$ cat config.mk
export PLATFORM = sky130hd
export DESIGN_NAME = scooter_bus_frame_receiver
export DESIGN_NICKNAME = d
export VERILOG_FILES = /design/src/rtl/sbfr_pkg.sv /design/src/rtl/sbfr_deframer.sv /design/src/rtl/scooter_bus_frame_receiver.sv
export SDC_FILE = /design/constraint.sdc
export NUM_CORES = 1
export LEC_CHECK = 0
export BUFFER_PORTS_ARGS = -buffer_cell sky130_fd_sc_hd__buf_2
export CAP_MARGIN = 0
export CORE_ASPECT_RATIO = 0.75
export CORE_MARGIN = 2
export CORE_UTILIZATION = 30
export CTS_CLUSTER_SIZE = 40
export DETAILED_ROUTE_END_ITERATION = 16
export SYNTH_ARGS = -nofsm -noshare
export SYNTH_HDL_FRONTEND = slang
export SYNTH_SLANG_ARGS = --single-unit
export TNS_END_PERCENT = 50
$ cat constraint.sdc
create_clock -name aclk -period 9.75 [get_ports aclk]
set_clock_uncertainty 0.05 [all_clocks]
set_input_delay 0.4875 -clock aclk [delete_from_list [all_inputs] [get_ports aclk]]
set_output_delay 0.4875 -clock aclk [all_outputs]
set_load 0.03 [all_outputs]
$ cat src/rtl/sbfr_pkg.sv
// Shared types and constants for the serial bus frame receiver.
package sbfr_pkg;

    localparam logic [7:0]  SYNC_FIRST   = 8'h55;
    localparam logic [7:0]  SYNC_SECOND  = 8'hAA;
    localparam logic [15:0] CHECK_INVERT = 16'hFFFF;
    localparam logic [7:0]  POLL_ADDRESS = 8'h20;
    localparam logic [7:0]  POLL_COMMAND = 8'h65;
    localparam logic [7:0]  POLL_OFFSET  = 8'h00;
    localparam int          HEADER_DEPTH = 3;

    localparam logic KIND_BODY  = 1'b0;
    localparam logic KIND_END   = 1'b1;

    typedef enum logic [2:0] {
        PH_HUNT  = 3'd0,
        PH_SYNC2 = 3'd1,
        PH_LEN   = 3'd2,
        PH_BODY  = 3'd3,
        PH_CRCLO = 3'd4,
        PH_CRCHI = 3'd5
    } phase_t;

    typedef struct packed {
        logic        result_kind;
        logic [7:0]  data_byte;
        logic [7:0]  byte_index;
        logic [8:0]  frame_length;
        logic        checksum_ok;
        logic [15:0] computed_checksum;
        logic [15:0] received_checksum;
        logic [7:0]  device_address;
        logic        poll_slot;
        logic [31:0] frames_total;
        logic [31:0] frames_good;
        logic [31:0] frames_bad;
    } result_t;

endpackage

$ cat src/rtl/sbfr_deframer.sv
// Frame state machine: sync hunt, body, checksum check and frame counters.
module sbfr_deframer (
    input  logic            aclk,
    input  logic            aresetn,
    input  logic            step,
    input  logic [7:0]      rx_byte,
    input  logic            bus_master_mode,
    output logic            emit,
    output sbfr_pkg::result_t result
);
    import sbfr_pkg::*;

    phase_t      phase_reg, phase_next;
    logic [8:0]  length_reg, length_next;
    logic [8:0]  count_reg, count_next;
    logic [15:0] acc_reg, acc_next;
    logic [7:0]  check_low_reg, check_low_next;
    logic [7:0]  header_reg [HEADER_DEPTH];
    logic [7:0]  header_next [HEADER_DEPTH];
    logic [31:0] total_reg, total_next;
    logic [31:0] good_reg, good_next;
    logic [31:0] bad_reg, bad_next;

    logic [15:0] computed;
    logic [15:0] received;
    logic        ok;
    logic        poll;

    assign computed = acc_reg ^ CHECK_INVERT;
    assign received = {rx_byte, check_low_reg};
    assign ok       = (computed == received);
    assign poll     = (header_reg[0] == POLL_ADDRESS) && (header_reg[1] == POLL_COMMAND)
                      && (header_reg[2] == POLL_OFFSET) && bus_master_mode;

    always_comb begin
        phase_next     = phase_reg;
        length_next    = length_reg;
        count_next     = count_reg;
        acc_next       = acc_reg;
        check_low_next = check_low_reg;
        for (int k = 0; k < HEADER_DEPTH; k++) begin
            header_next[k] = header_reg[k];
        end
        total_next = total_reg;
        good_next  = good_reg;
        bad_next   = bad_reg;
        emit       = 1'b0;
        result     = '0;

        unique case (phase_reg)
            PH_HUNT: begin
                if (rx_byte == SYNC_FIRST) phase_next = PH_SYNC2;
            end
            PH_SYNC2: begin
                // stay here on anything else, a repeated first sync byte too
                if (rx_byte == SYNC_SECOND) phase_next = PH_LEN;
            end
            PH_LEN: begin
                length_next = {1'b0, rx_byte} + 9'd1;
                acc_next    = {8'd0, rx_byte};
                count_next  = '0;
                phase_next  = PH_BODY;
            end
            PH_BODY: begin
                emit               = 1'b1;
                result.result_kind = KIND_BODY;
                result.data_byte   = rx_byte;
                result.byte_index  = count_reg[7:0];
                for (int k = 0; k < HEADER_DEPTH; k++) begin
                    if (count_reg == 9'(k)) header_next[k] = rx_byte;
                end
                acc_next   = acc_reg + {8'd0, rx_byte};
                count_next = count_reg + 9'd1;
                if (count_next == length_reg) phase_next = PH_CRCLO;
            end
            PH_CRCLO: begin
                check_low_next = rx_byte;
                phase_next     = PH_CRCHI;
            end
            PH_CRCHI: begin
                total_next = total_reg + 32'd1;
                if (ok) begin
                    good_next = good_reg + 32'd1;
                end else begin
                    bad_next = bad_reg + 32'd1;
                end
                emit                     = 1'b1;
                result.result_kind       = KIND_END;
                result.frame_length      = length_reg;
                result.checksum_ok       = ok;
                result.computed_checksum = computed;
                result.received_checksum = received;
                result.device_address    = header_reg[0];
                result.poll_slot         = poll;
                result.frames_total      = total_next;
                result.frames_good       = good_next;
                result.frames_bad        = bad_next;
                phase_next               = PH_HUNT;
            end
            default: begin
                phase_next = PH_HUNT;
            end
        endcase
    end

    always_ff @(posedge aclk) begin
        if (!aresetn) begin
            phase_reg     <= PH_HUNT;
            length_reg    <= '0;
            count_reg     <= '0;
            acc_reg       <= '0;
            check_low_reg <= '0;
            for (int k = 0; k < HEADER_DEPTH; k++) begin
                header_reg[k] <= '0;
            end
            total_reg <= '0;
            good_reg  <= '0;
            bad_reg   <= '0;
        end else if (step) begin
            phase_reg     <= phase_next;
            length_reg    <= length_next;
            count_reg     <= count_next;
            acc_reg       <= acc_next;
            check_low_reg <= check_low_next;
            for (int k = 0; k < HEADER_DEPTH; k++) begin
                header_reg[k] <= header_next[k];
            end
            total_reg <= total_next;
            good_reg  <= good_next;
            bad_reg   <= bad_next;
        end
    end

endmodule

$ cat src/rtl/scooter_bus_frame_receiver.sv
// Top level of the serial bus frame receiver: channel registers and config.
//
// Input channel s_*: one received bus byte per item (s_rx_byte).
// Result channel m_*: a body byte with its index (m_result_kind 0), or the
// frame end (m_result_kind 1) with length, checksums, status, address byte,
// poll flag and the good, bad and total frame counters. Fields that do not
// belong to the kind of result read as zero.
// Config channel cfg_*: bit 0 of cfg_data sets bus master mode; write it
// only while the receiver is idle. cfg_ready is always high.
// Path: a taken byte is held in the input register, then its result is held
// in the result register.
// Throughput: one byte per cycle while no stall on m_ready holds the flow.
// Sync, length and checksum-low bytes give no result.
// Reset: synchronous, active low; clears the frame state, the counters, the
// header bytes and bus master mode, and empties both registers.
// Stall: while m_ready is low a held result blocks the input register, and
// s_ready drops once that register is also full; nothing is dropped.
module scooter_bus_frame_receiver (
    input  logic        aclk,
    input  logic        aresetn,
    input  logic        s_valid,
    output logic        s_ready,
    input  logic [7:0]  s_rx_byte,
    output logic        m_valid,
    input  logic        m_ready,
    output logic        m_result_kind,
    output logic [7:0]  m_data_byte,
    output logic [7:0]  m_byte_index,
    output logic [8:0]  m_frame_length,
    output logic        m_checksum_ok,
    output logic [15:0] m_computed_checksum,
    output logic [15:0] m_received_checksum,
    output logic [7:0]  m_device_address,
    output logic        m_poll_slot,
    output logic [31:0] m_frames_total,
    output logic [31:0] m_frames_good,
    output logic [31:0] m_frames_bad,
    input  logic        cfg_valid,
    output logic        cfg_ready,
    input  logic        cfg_data
);
    import sbfr_pkg::*;

    logic       in_valid_reg;
    logic [7:0] in_byte_reg;
    logic       out_valid_reg;
    result_t    out_reg;
    logic       mode_reg;

    logic       advance;
    logic       emit;
    result_t    result;

    // process the held byte when the result register can take its result
    assign advance   = in_valid_reg && (!out_valid_reg || m_ready);
    assign s_ready   = !in_valid_reg || advance;
    assign cfg_ready = 1'b1;

    sbfr_deframer u_deframer (
        .aclk            (aclk),
        .aresetn         (aresetn),
        .step            (advance),
        .rx_byte         (in_byte_reg),
        .bus_master_mode (mode_reg),
        .emit            (emit),
        .result          (result)
    );

    always_ff @(posedge aclk) begin
        if (!aresetn) begin
            in_valid_reg  <= 1'b0;
            out_valid_reg <= 1'b0;
            mode_reg      <= 1'b0;
        end else begin
            if (s_ready) in_valid_reg <= s_valid;
            if (advance) begin
                out_valid_reg <= emit;
            end else if (m_ready) begin
                out_valid_reg <= 1'b0;
            end
            if (cfg_valid) mode_reg <= cfg_data;
        end
    end

    always_ff @(posedge aclk) begin
        if (s_ready && s_valid) in_byte_reg <= s_rx_byte;
        if (advance && emit) out_reg <= result;
    end

    assign m_valid             = out_valid_reg;
    assign m_result_kind       = out_reg.result_kind;
    assign m_data_byte         = out_reg.data_byte;
    assign m_byte_index        = out_reg.byte_index;
    assign m_frame_length      = out_reg.frame_length;
    assign m_checksum_ok       = out_reg.checksum_ok;
    assign m_computed_checksum = out_reg.computed_checksum;
    assign m_received_checksum = out_reg.received_checksum;
    assign m_device_address    = out_reg.device_address;
    assign m_poll_slot         = out_reg.poll_slot;
    assign m_frames_total      = out_reg.frames_total;
    assign m_frames_good       = out_reg.frames_good;
    assign m_frames_bad        = out_reg.frames_bad;

endmodule
==> results.toml, run 1 <==
[clock_tree]
insertion_delay_ns = 0.55
cts_root_buffer = "clkbuf_16"
cts_resized = 0
cts_tree = "done"
clk_path_buf_depth = 3
cts_hold_buf = 0
htreeDepth = 2
cts_setup_buffers = 0
clock-sinks = 340
cts_buffers = 38
clk_pin_slew_ns = 0.06

[floorplanning]
die_w_um = 271
io_pins = 181
start_util = 0.303
die_y_um = 204
die_area_mm2 = 0.0552
rows = 73
coreArea_mm2 = 0.0529

[critical_path]
crit_family = "buffers and inverters"
crit_top_cell = "buf_4"
worstSetupPathType = "flop to flop"
critPathCaptureType = "flop"
critPathRequiredTime_ns = 9.84
max_stage_delay_ns = 0.83
crit_path_start_kind = "flop"
cp_num_buf_inv = 6
r2r_setup_slack_ns = 6.18
cp_max_fo = 85
cp.arrival_ns = 3.66
slowest_stage = "buf_4"
path_cells = "buf_4 > nand3b_1 > buf_4 > inv_1 > buf_4 > nand3_2 > buf_4 > nand2_4 > buf_4"

[min_path]
min_path_type = "input port to flop"

[detailed_routing]
drt_iter0_markers = 802
avgRoutedWirePerCell_um = 16.8
via_per_inst = 4.86
dr.pass1.iters = 4
route.detailed.drc = 0
drtAntennaViolNets = 0
drt_wl_total_um = 40700
via_count = 11800

[grt]
first_global_vias = 11600
grt_use_total = 0.146
grt_antenna_before_repair = 1
overflow = 0
grt_start_max_net_pins = 98
grt_pass1_wl_um = 64500

[logic_synthesis]
yosysWarnings = 0
avgSynthCellArea_um2 = 10.3
synth_area_mm2 = 0.0160
ys_seq_area_frac = 0.548
netlist_instances = 1557
synthArstFlopShare = 0
synth.distinct_cells = 68
synth_edf_count = 196
synth-main-ff-cell = "edfxtp_1"
ys_seq_elements = 340
syn_nets = 1590

[timing]
fmax_ghz = 0.280
hold_viol = 0
setup_viol = 0
tns_ns = 0
fin_crit_ns = 3.57
rsz0062_at_grt = "no"
worst_slew_pin_slew_ns = 1.14
relSlewSlack = 0.238
timing.hold.ws_ns = 0.0822
report.final.slew_viol_count = 0
fin_crit_sh = 0.366

[placement]
io_buffers = 179
gp_congestion = 0.862
dpl.hpwl_um = 26600
place_area_mm2 = 0.0175

[final_layout]
final_common_cell = "nor2_1"
n_antenna_cell = 0
area.growth.synth_to_final_pct = 17.7
final_layout_size_suffix_gt1_frac = 0.174
final_cell_mix = "247 x nor2_1, 196 x edfxtp_1, 179 x buf_2"
design_area_mm2 = 0.0188
utilization = 0.356
nNetsFinal = 1724

[pwr]
p_total_mw = 3.12
p_int_mw = 2.47
p_sw_frac = 0.208
p_comb_frac = 0.016
peakVddDrop_v = 0.0000928
switchingPower_uw = 649
pwr-share-seq = 0.488
cellPowerDensity_mw_per_mm2 = 166
power_frac_clock = 0.496
p_leak_nw = 5.62

[job]
maxCapViolations = 0

[run_status]
status = "finished clean"
[power by group through the flow]
| stage | sequential [mW] | clock [mW] | combinational (mW) |
|---|---|---|---|
| 3_5_place_dp | 1.56 | 0 | 0.0490 |
| 3_3_place_gp | 1.56 | 0 | 0.0483 |
| 4_1_cts | 1.52 | 1.59 | 0.0493 |
| 6_report | 1.52 | 1.55 | 0.0492 |
| 2_1_floorplan | 1.55 | 0 | 0.0383 |
| 5_1_grt | 1.52 | 1.65 | 0.0543 |
[layout make-up]
type                       instances  area, um^2
clock buffer                      47        1050
clock inverter                    21         290
fill                            5290       34000
inverter                          24        92.6
multi-input combinational       1093        6750
sequential                       340        8770
tap                              712         891
timing repair buffer             194        1010
[kinds of logic after synthesis]
family | Yosys count | synth area share
other | 1 | 0.000234
DFF | 340 | 0.548
muxes | 9 | 0.00571
and+or+nand+nor | 722 | 0.237
adders and majority gates | 19 | 0.0153
AOI/OAI and AO/OA | 146 | 0.0538
buffers and inverters | 124 | 0.0327
xor gates and xnor gates | 196 | 0.107
[cell usage after synthesis (3+ instances only)]
| library cell | count | area, um^2 |
|---|---|---|
| ha_1 | 18 | 225 |
| nand3_1 | 77 | 385 |
| or4_1 | 3 | 22.5 |
| buf_6 | 3 | 33.8 |
| nor4_1 | 18 | 113 |
| buf_1 | 3 | 11.3 |
| inv_1 | 24 | 90.1 |
| a31oi_1 | 4 | 25.0 |
| nor4bb_1 | 3 | 30.0 |
| and2_1 | 41 | 257 |
| nor4b_2 | 7 | 105 |
| a21oi_1 | 51 | 255 |
| a22oi_1 | 4 | 30.0 |
| buf_2 | 21 | 105 |
| nor4_2 | 20 | 250 |
| nand2_1 | 107 | 402 |
| edfxtp_1 | 196 | 5890 |
| nand4_1 | 45 | 282 |
| nor3_1 | 51 | 255 |
| o31a_1 | 3 | 26.3 |
| xor2_1 | 90 | 788 |
| and3_1 | 29 | 181 |
| a211oi_1 | 12 | 90.1 |
| nor2_1 | 247 | 927 |
| xnor2_1 | 106 | 928 |
| clkbuf_1 | 70 | 263 |
| a21o_1 | 3 | 22.5 |
| o211ai_1 | 5 | 37.5 |
| nor4b_1 | 3 | 26.3 |
| nor2b_1 | 5 | 31.3 |
| dfxtp_1 | 144 | 2880 |
| mux2i_1 | 8 | 80.1 |
| or3_1 | 30 | 188 |
| o21ai_0 | 48 | 240 |
| nand2b_1 | 6 | 37.5 |
| and4_1 | 10 | 87.6 |
[per-stage QoR]
| stage | worst slack (ns) | std cells |
|---|---|---|
| after floorplan | 4.22 | 1557 |
| after global placement | 6.18 | 2363 |
| after detailed placement | 6.15 | 2363 |
| after CTS | 6.13 | 2431 |
| after global routing | 5.88 | 2431 |
| final | 6.18 | 2431 |
[path summary, 6_finish.rpt]
path	cells after the start	start	end
worst max register to register	9	u_deframer.phase_reg[0]$_SDFFE_PN0P_	m_computed_checksum[12]$_SDFFCE_PN0P_
worst max-delay path	9	u_deframer.phase_reg[0]$_SDFFE_PN0P_	m_computed_checksum[12]$_SDFFCE_PN0P_
worst min register to register	2	u_deframer.total_reg[1]$_SDFFE_PN0P_	u_deframer.total_reg[1]$_SDFFE_PN0P_
worst min-delay path	1	s_rx_byte[6]	in_byte_reg[6]$_DFFE_PP_
[per-layer routing]
| metal | routed length (um) | part of all wire | track usage | vias up |
|---|---|---|---|---|
| met3 | 2060 | 0.051 | 0.0258 | 53 |
| met5 | 0 | 0 | 0 | - |
| met4 | 788 | 0.019 | 0.0422 | 0 |
| met2 | 17800 | 0.44 | 0.224 | 263 |
| met1 | 20100 | 0.49 | 0.211 | 5750 |
| li1 | - | - | - | 5747 |
[worst reg2reg max path, cell delays in order, from the launching register on]
cell and delay [ns]:
dfxtp_1 0.31, buf_4 0.33, nand3b_1 0.14, buf_4 0.24, inv_1 0.08, buf_4 0.33, nand3_2 0.11, buf_4 0.32
nand2_4 0.28, buf_4 0.84
(Power assumes the default switching activity.)
==> run 2, diff against run 1 <==
==> constraint.sdc (replaced) <==
create_clock -name aclk -period 3.6 [get_ports aclk]
set_clock_uncertainty 0.05 [all_clocks]
set_input_delay 0.18 -clock aclk [delete_from_list [all_inputs] [get_ports aclk]]
set_output_delay 0.18 -clock aclk [all_outputs]
set_load 0.03 [all_outputs]
==> run 2 against run 1 <==
- clock power rose to 2.7 times the previous value
- sequential share of layout area down 0.62 points
- flip-flop and latch count unchanged
- via count is 2.5% higher
- first-iteration DRC count up 19%
- combinational power grew to 3.6 times the previous value
- fmax up 19%
- wire length up 3.7%
- critical path depth is 2 lower
==> results.toml, run 2 (same netlist as run 1, synthesis figures left out) <==
[critical_path]
cp.arrival_ns = 3.21
slowest_stage = "edfxtp_1"
worstSetupPathType = "flop to flop"
timing.rr.end = "m_frames_bad[19]$_SDFFCE_PN0P_"
max_stage_delay_ns = 0.58
crit_path_start_kind = "flop"
worst-r2r-cell-count = 7
critPathRequiredTime_ns = 3.81
path_cells = "xnor2_1 > nor4_1 > nand4_4 > buf_4 > nand3_1 > xor2_1 > nor2_1"
reg2reg_from = "in_byte_reg[6]$_DFFE_PP_"
critPathCaptureType = "flop"
r2r_setup_slack_ns = 0.60
cp_max_fo = 31

[placement]
dpl.hpwl_um = 27900
io_buffers = 179
gp_congestion = 0.859

[timing]
fmax_ghz = 0.333
report.final.slew_viol_count = 0
hold_viol = 0
setup_viol = 0
fin_crit_ns = 3.00
fin_crit_sh = 0.833
relSlewSlack = 0.410
timing.hold.ws_ns = 0.315
worst_slew_pin_slew_ns = 0.881
rsz0062_at_grt = "no"
tns_ns = 0

[floorplanning]
start_util = 0.303
coreArea_mm2 = 0.0529
die_y_um = 204
io_pins = 181
die_area_mm2 = 0.0552
die_w_um = 271
rows = 73

[detailed_routing]
wl_met1_um = 20500
drt_wl_total_um = 42200
drt_iter0_markers = 952
dr_wl_met2_um = 18500
avgRoutedWirePerCell_um = 17.2
dr.pass1.iters = 6
drtAntennaViolNets = 0
via_count = 12100
route.detailed.drc = 0
wl_met3_um = 2480
via_per_inst = 4.92
highest_layer = "met4"

[min_path]
min_path_type = "input port to flop"
min_to = "in_byte_reg[4]$_DFFE_PP_"
min_path_cells = 2
worstHoldStart = "s_rx_byte[4]"

[pwr]
peakVddDrop_v = 0.000253
cellPowerDensity_mw_per_mm2 = 441
p_leak_nw = 5.73

[final_layout]
nNetsFinal = 1751
final_common_cell = "nor2_1"
area.growth.synth_to_final_pct = 19.3
final_layout_size_suffix_gt1_frac = 0.174
final_cell_mix = "247 x nor2_1, 196 x edfxtp_1, 179 x buf_2"
nFillCells = 5283
n_antenna_cell = 0
utilization = 0.361

[run_status]
status = "finished clean"

[clock_tree]
insertion_delay_ns = 0.54
htreeDepth = 2
clk_path_buf_depth = 3
clk_pin_slew_ns = 0.06
clock-sinks = 340
cts_buffers = 39
cts_tree = "done"
cts_root_buffer = "clkbuf_16"

[grt]
first_global_vias = 11900
grt_start_max_net_pins = 78
overflow = 0
grt_use_total = 0.151
grt_antenna_before_repair = 0
grt_pass1_wl_um = 66500

[job]
maxCapViolations = 0
-- run 2: cell types whose count changed in the layout (fill, tap and decap cells not counted), sizes merged --
cell	delta
buf	+12
bufinv	-1
clkbuf	+6
clkinv	-2
clkinvlp	-1
dlygate4sd3	+14
inv	+2
-- run 2: through the flow --
step / power [mW] / cells / setup slack [ns] / instance area [um^2]
floorplan: 4.29 / 1557 / 0.623 / 16000
global placement: 4.35 / 2375 / 0.667 / 17600
detailed placement: 4.36 / 2375 / 0.597 / 17600
CTS: 8.54 / 2461 / 0.598 / 19100
global route: 8.70 / 2461 / 0.446 / 19100
finish: 8.43 / 2461 / 0.600 / 19100
-- run 2: repair_timing --
action | in CTS | in global routing
hold buffers | 14 | 0
setup buffers | 0 | 0
hold endpoints to repair | 14 | 0
resized for setup | 0 | 0
-- run 2: cell type report --
class | instances | area [um^2] | share of cell area
inverters | 24 | 92.6 | 0.00485
well taps | 712 | 891 | 0.0466
clock inverters | 19 | 267 | 0.0140
clock buffers | 53 | 1050 | 0.0550
flip-flops and latches | 340 | 8770 | 0.459
multi-input cells | 1093 | 6760 | 0.354
repair buffers | 220 | 1280 | 0.0668
-- run 2: routing by layer --
metal  global-route usage  vias to the layer above
li1                     -                     5786
met5                    0                        -
met3               0.0274                       58
met2                0.229                      397
met1                0.218                     5863
met4               0.0479                        0
-- run 2: critical path, delay by kind of cell (launching register included) --
| kind | cells | cell delay, ns |
|---|---|---|
| xor gates and xnor gates | 2 | 0.39 |
| buffers and inverters | 1 | 0.44 |
| DFF | 1 | 0.58 |
| and+or+nand+nor | 4 | 1.24 |
-- run 2: worst max path at each step --
stage                                                     from                              to  slack, ns  cells after the start
after floorplan           u_deframer.phase_reg[0]$_SDFFE_PN0P_   m_byte_index[0]$_SDFFCE_PN0P_       0.62                      7
after global placement                in_byte_reg[6]$_DFFE_PP_  m_frames_good[2]$_SDFFCE_PN0P_       0.67                      7
after detailed placement              in_byte_reg[6]$_DFFE_PP_  m_frames_bad[17]$_SDFFCE_PN0P_       0.60                      7
after CTS                             in_byte_reg[6]$_DFFE_PP_  m_frames_bad[17]$_SDFFCE_PN0P_       0.60                      7
after global routing                  in_byte_reg[6]$_DFFE_PP_  m_frames_bad[20]$_SDFFCE_PN0P_       0.45                      7
final                                 in_byte_reg[6]$_DFFE_PP_  m_frames_bad[19]$_SDFFCE_PN0P_       0.60                      7
-- run 2: report_power, final --
group,switching [mW],internal [mW],total (mW)
logic,0.120,0.0558,0.176
clock network,1.64,2.49,4.14
registers,0.0182,4.09,4.11
==> run 3, diff against run 2 <==
==> constraint.sdc (replaced) <==
create_clock -name aclk -period 2.9 [get_ports aclk]
set_clock_uncertainty 0.05 [all_clocks]
set_input_delay 0.145 -clock aclk [delete_from_list [all_inputs] [get_ports aclk]]
set_output_delay 0.145 -clock aclk [all_outputs]
set_load 0.03 [all_outputs]
==> run 3 against run 2 <==
- combinational power up 33%
- count of clock-buffer cells in the layout down 7
- cell count up 0.37%
- die area unchanged
- clock power up 22%
- non-clock buffer count up 12
- total power up 23%
- cell area up 0.69%
- critical endpoint is now u_deframer.acc_reg[14]$_SDFFE_PN0P_
- largest cell class unchanged
==> results.toml, run 3 (same netlist as run 1, synthesis figures left out) <==
[run_status]
status = "finished clean"

[placement]
dpl.hpwl_um = 28000
place_area_mm2 = 0.0178
io_buffers = 179
gp_congestion = 0.840

[critical_path]
r2r_setup_slack_ns = 0.27
worstSetupPathType = "flop to flop"
cp_max_fo = 8
reg2reg_from = "in_byte_reg[1]$_DFFE_PP_"
cp.arrival_ns = 3.05
max_stage_delay_ns = 0.50
crit_path_start_kind = "flop"
crit_family = "simple AND/OR/NAND/NOR gates"
worst-r2r-cell-count = 8
critPathRequiredTime_ns = 3.31
critPathCaptureType = "flop"
slowest_stage = "edfxtp_1"
timing.rr.end = "u_deframer.acc_reg[14]$_SDFFE_PN0P_"
crit_start = "in_byte_reg[1]$_DFFE_PP_"
path_cells = "inv_1 > fa_1 > nor2b_1 > o31a_1 > o21ai_0 > a211o_1 > or4_1 > nand2_1"
cp_num_buf_inv = 1

[timing]
hold_viol = 0
fin_crit_sh = 0.908
tns_ns = 0
rsz0062_at_grt = "no"
report.final.slew_viol_count = 0
relSlewSlack = 0.330
fin_crit_ns = 2.63
worst_slew_pin_slew_ns = 1.00
setup_viol = 0
fmax_ghz = 0.380

[detailed_routing]
via_count = 12100
drt_iter0_markers = 1103
drt_wl_total_um = 42300
dr.pass1.iters = 5
drtAntennaViolNets = 0
avgRoutedWirePerCell_um = 17.1
route.detailed.drc = 0
via_per_inst = 4.89

[clock_tree]
cts_buffers = 38
cts_root_buffer = "clkbuf_16"
clk_path_buf_depth = 3
cts_resized = 0
insertion_delay_ns = 0.54
clk_pin_slew_ns = 0.06
cts_hold_buf = 14
htreeDepth = 2
cts_setup_buffers = 0
clock-sinks = 340
cts_tree = "done"

[floorplanning]
die_area_mm2 = 0.0552
coreArea_mm2 = 0.0529
die_w_um = 271
start_util = 0.303
io_pins = 181
rows = 73
die_y_um = 204

[pwr]
cellPowerDensity_mw_per_mm2 = 541
p_sw_frac = 0.217
peakVddDrop_v = 0.000299
p_int_mw = 8.15
pwr-share-seq = 0.490
power_frac_clock = 0.488
p_comb_frac = 0.022
p_leak_nw = 5.79
switchingPower_mw = 2.25

[final_layout]
final_layout_size_suffix_gt1_frac = 0.184
design_area_mm2 = 0.0192
area.growth.synth_to_final_pct = 20.2
n_antenna_cell = 0
final_common_cell = "nor2_1"
final_cell_mix = "247 x nor2_1, 196 x edfxtp_1, 179 x buf_2"
utilization = 0.364
nNetsFinal = 1762

[job]
maxCapViolations = 0

[min_path]
min_to = "in_byte_reg[5]$_DFFE_PP_"
min_path_cells = 2
min_path_type = "input port to flop"
worstHoldStart = "s_rx_byte[5]"

[grt]
overflow = 0
grt_start_max_net_pins = 82
grt_use_total = 0.151
grt_pass1_wl_um = 66700
grt_antenna_before_repair = 1
first_global_vias = 11700
## run 3: cell types whose count changed in the layout (fill, tap and decap cells not counted), moves of 2 or more
| cell | previous run | this run |
|---|---|---|
| clkbuf_8 | 0 | 2 |
| clkbuf_1 | 13 | 5 |
| clkinv_4 | 0 | 2 |
| clkinvlp_4 | 2 | 6 |
| buf_4 | 24 | 31 |
| clkinv_1 | 5 | 3 |
| buf_12 | 3 | 8 |
## run 3: how the worst max path moves through the flow
| stage | endpoint | slack [ns] | cells past startpoint |
|---|---|---|---|
| after global placement | u_deframer.acc_reg[12]$_SDFFE_PN0P_ | 0.37 | 8 |
| after CTS | u_deframer.acc_reg[14]$_SDFFE_PN0P_ | 0.27 | 8 |
| after floorplan | m_byte_index[0]$_SDFFCE_PN0P_ | 0.26 | 6 |
| final | u_deframer.acc_reg[14]$_SDFFE_PN0P_ | 0.27 | 8 |
| after global routing | u_deframer.acc_reg[14]$_SDFFE_PN0P_ | 0.07 | 8 |
| after detailed placement | u_deframer.acc_reg[14]$_SDFFE_PN0P_ | 0.30 | 8 |
## run 3: cell type report
class	count	area, um^2
clock buffer	46	1020
clock inverter	23	274
fill	5221	33600
inverter	24	92.6
multi-input combinational	1093	6760
sequential	340	8770
tap	712	891
timing repair buffer	232	1430
## run 3: layer usage
metal | wire (um) | global-route usage | vias to the layer above
met5 | 0 | 0 | -
met2 | 18700 | 0.234 | 331
met1 | 20500 | 0.218 | 5859
met3 | 2300 | 0.0258 | 64
met4 | 817 | 0.0410 | 0
li1 | - | - | 5817
## run 3: power by group through the flow
stage	registers, mW	logic, mW	clock network, mW
detailed placement	5.20	0.218	0
global route	5.10	0.255	5.40
global placement	5.20	0.216	0
finish	5.10	0.234	5.07
floorplan	5.20	0.129	0
CTS	5.10	0.234	5.19
## run 3: per-stage QoR
stage	instances	hold WS (ns)	setup slack [ns]	total power, mW
after floorplan	1557	0.194	0.257	5.33
after global placement	2387	0.306	0.366	5.42
after detailed placement	2387	0.300	0.302	5.42
after CTS	2470	0.280	0.271	10.5
after global routing	2470	0.302	0.0663	10.8
final	2470	0.318	0.266	10.4
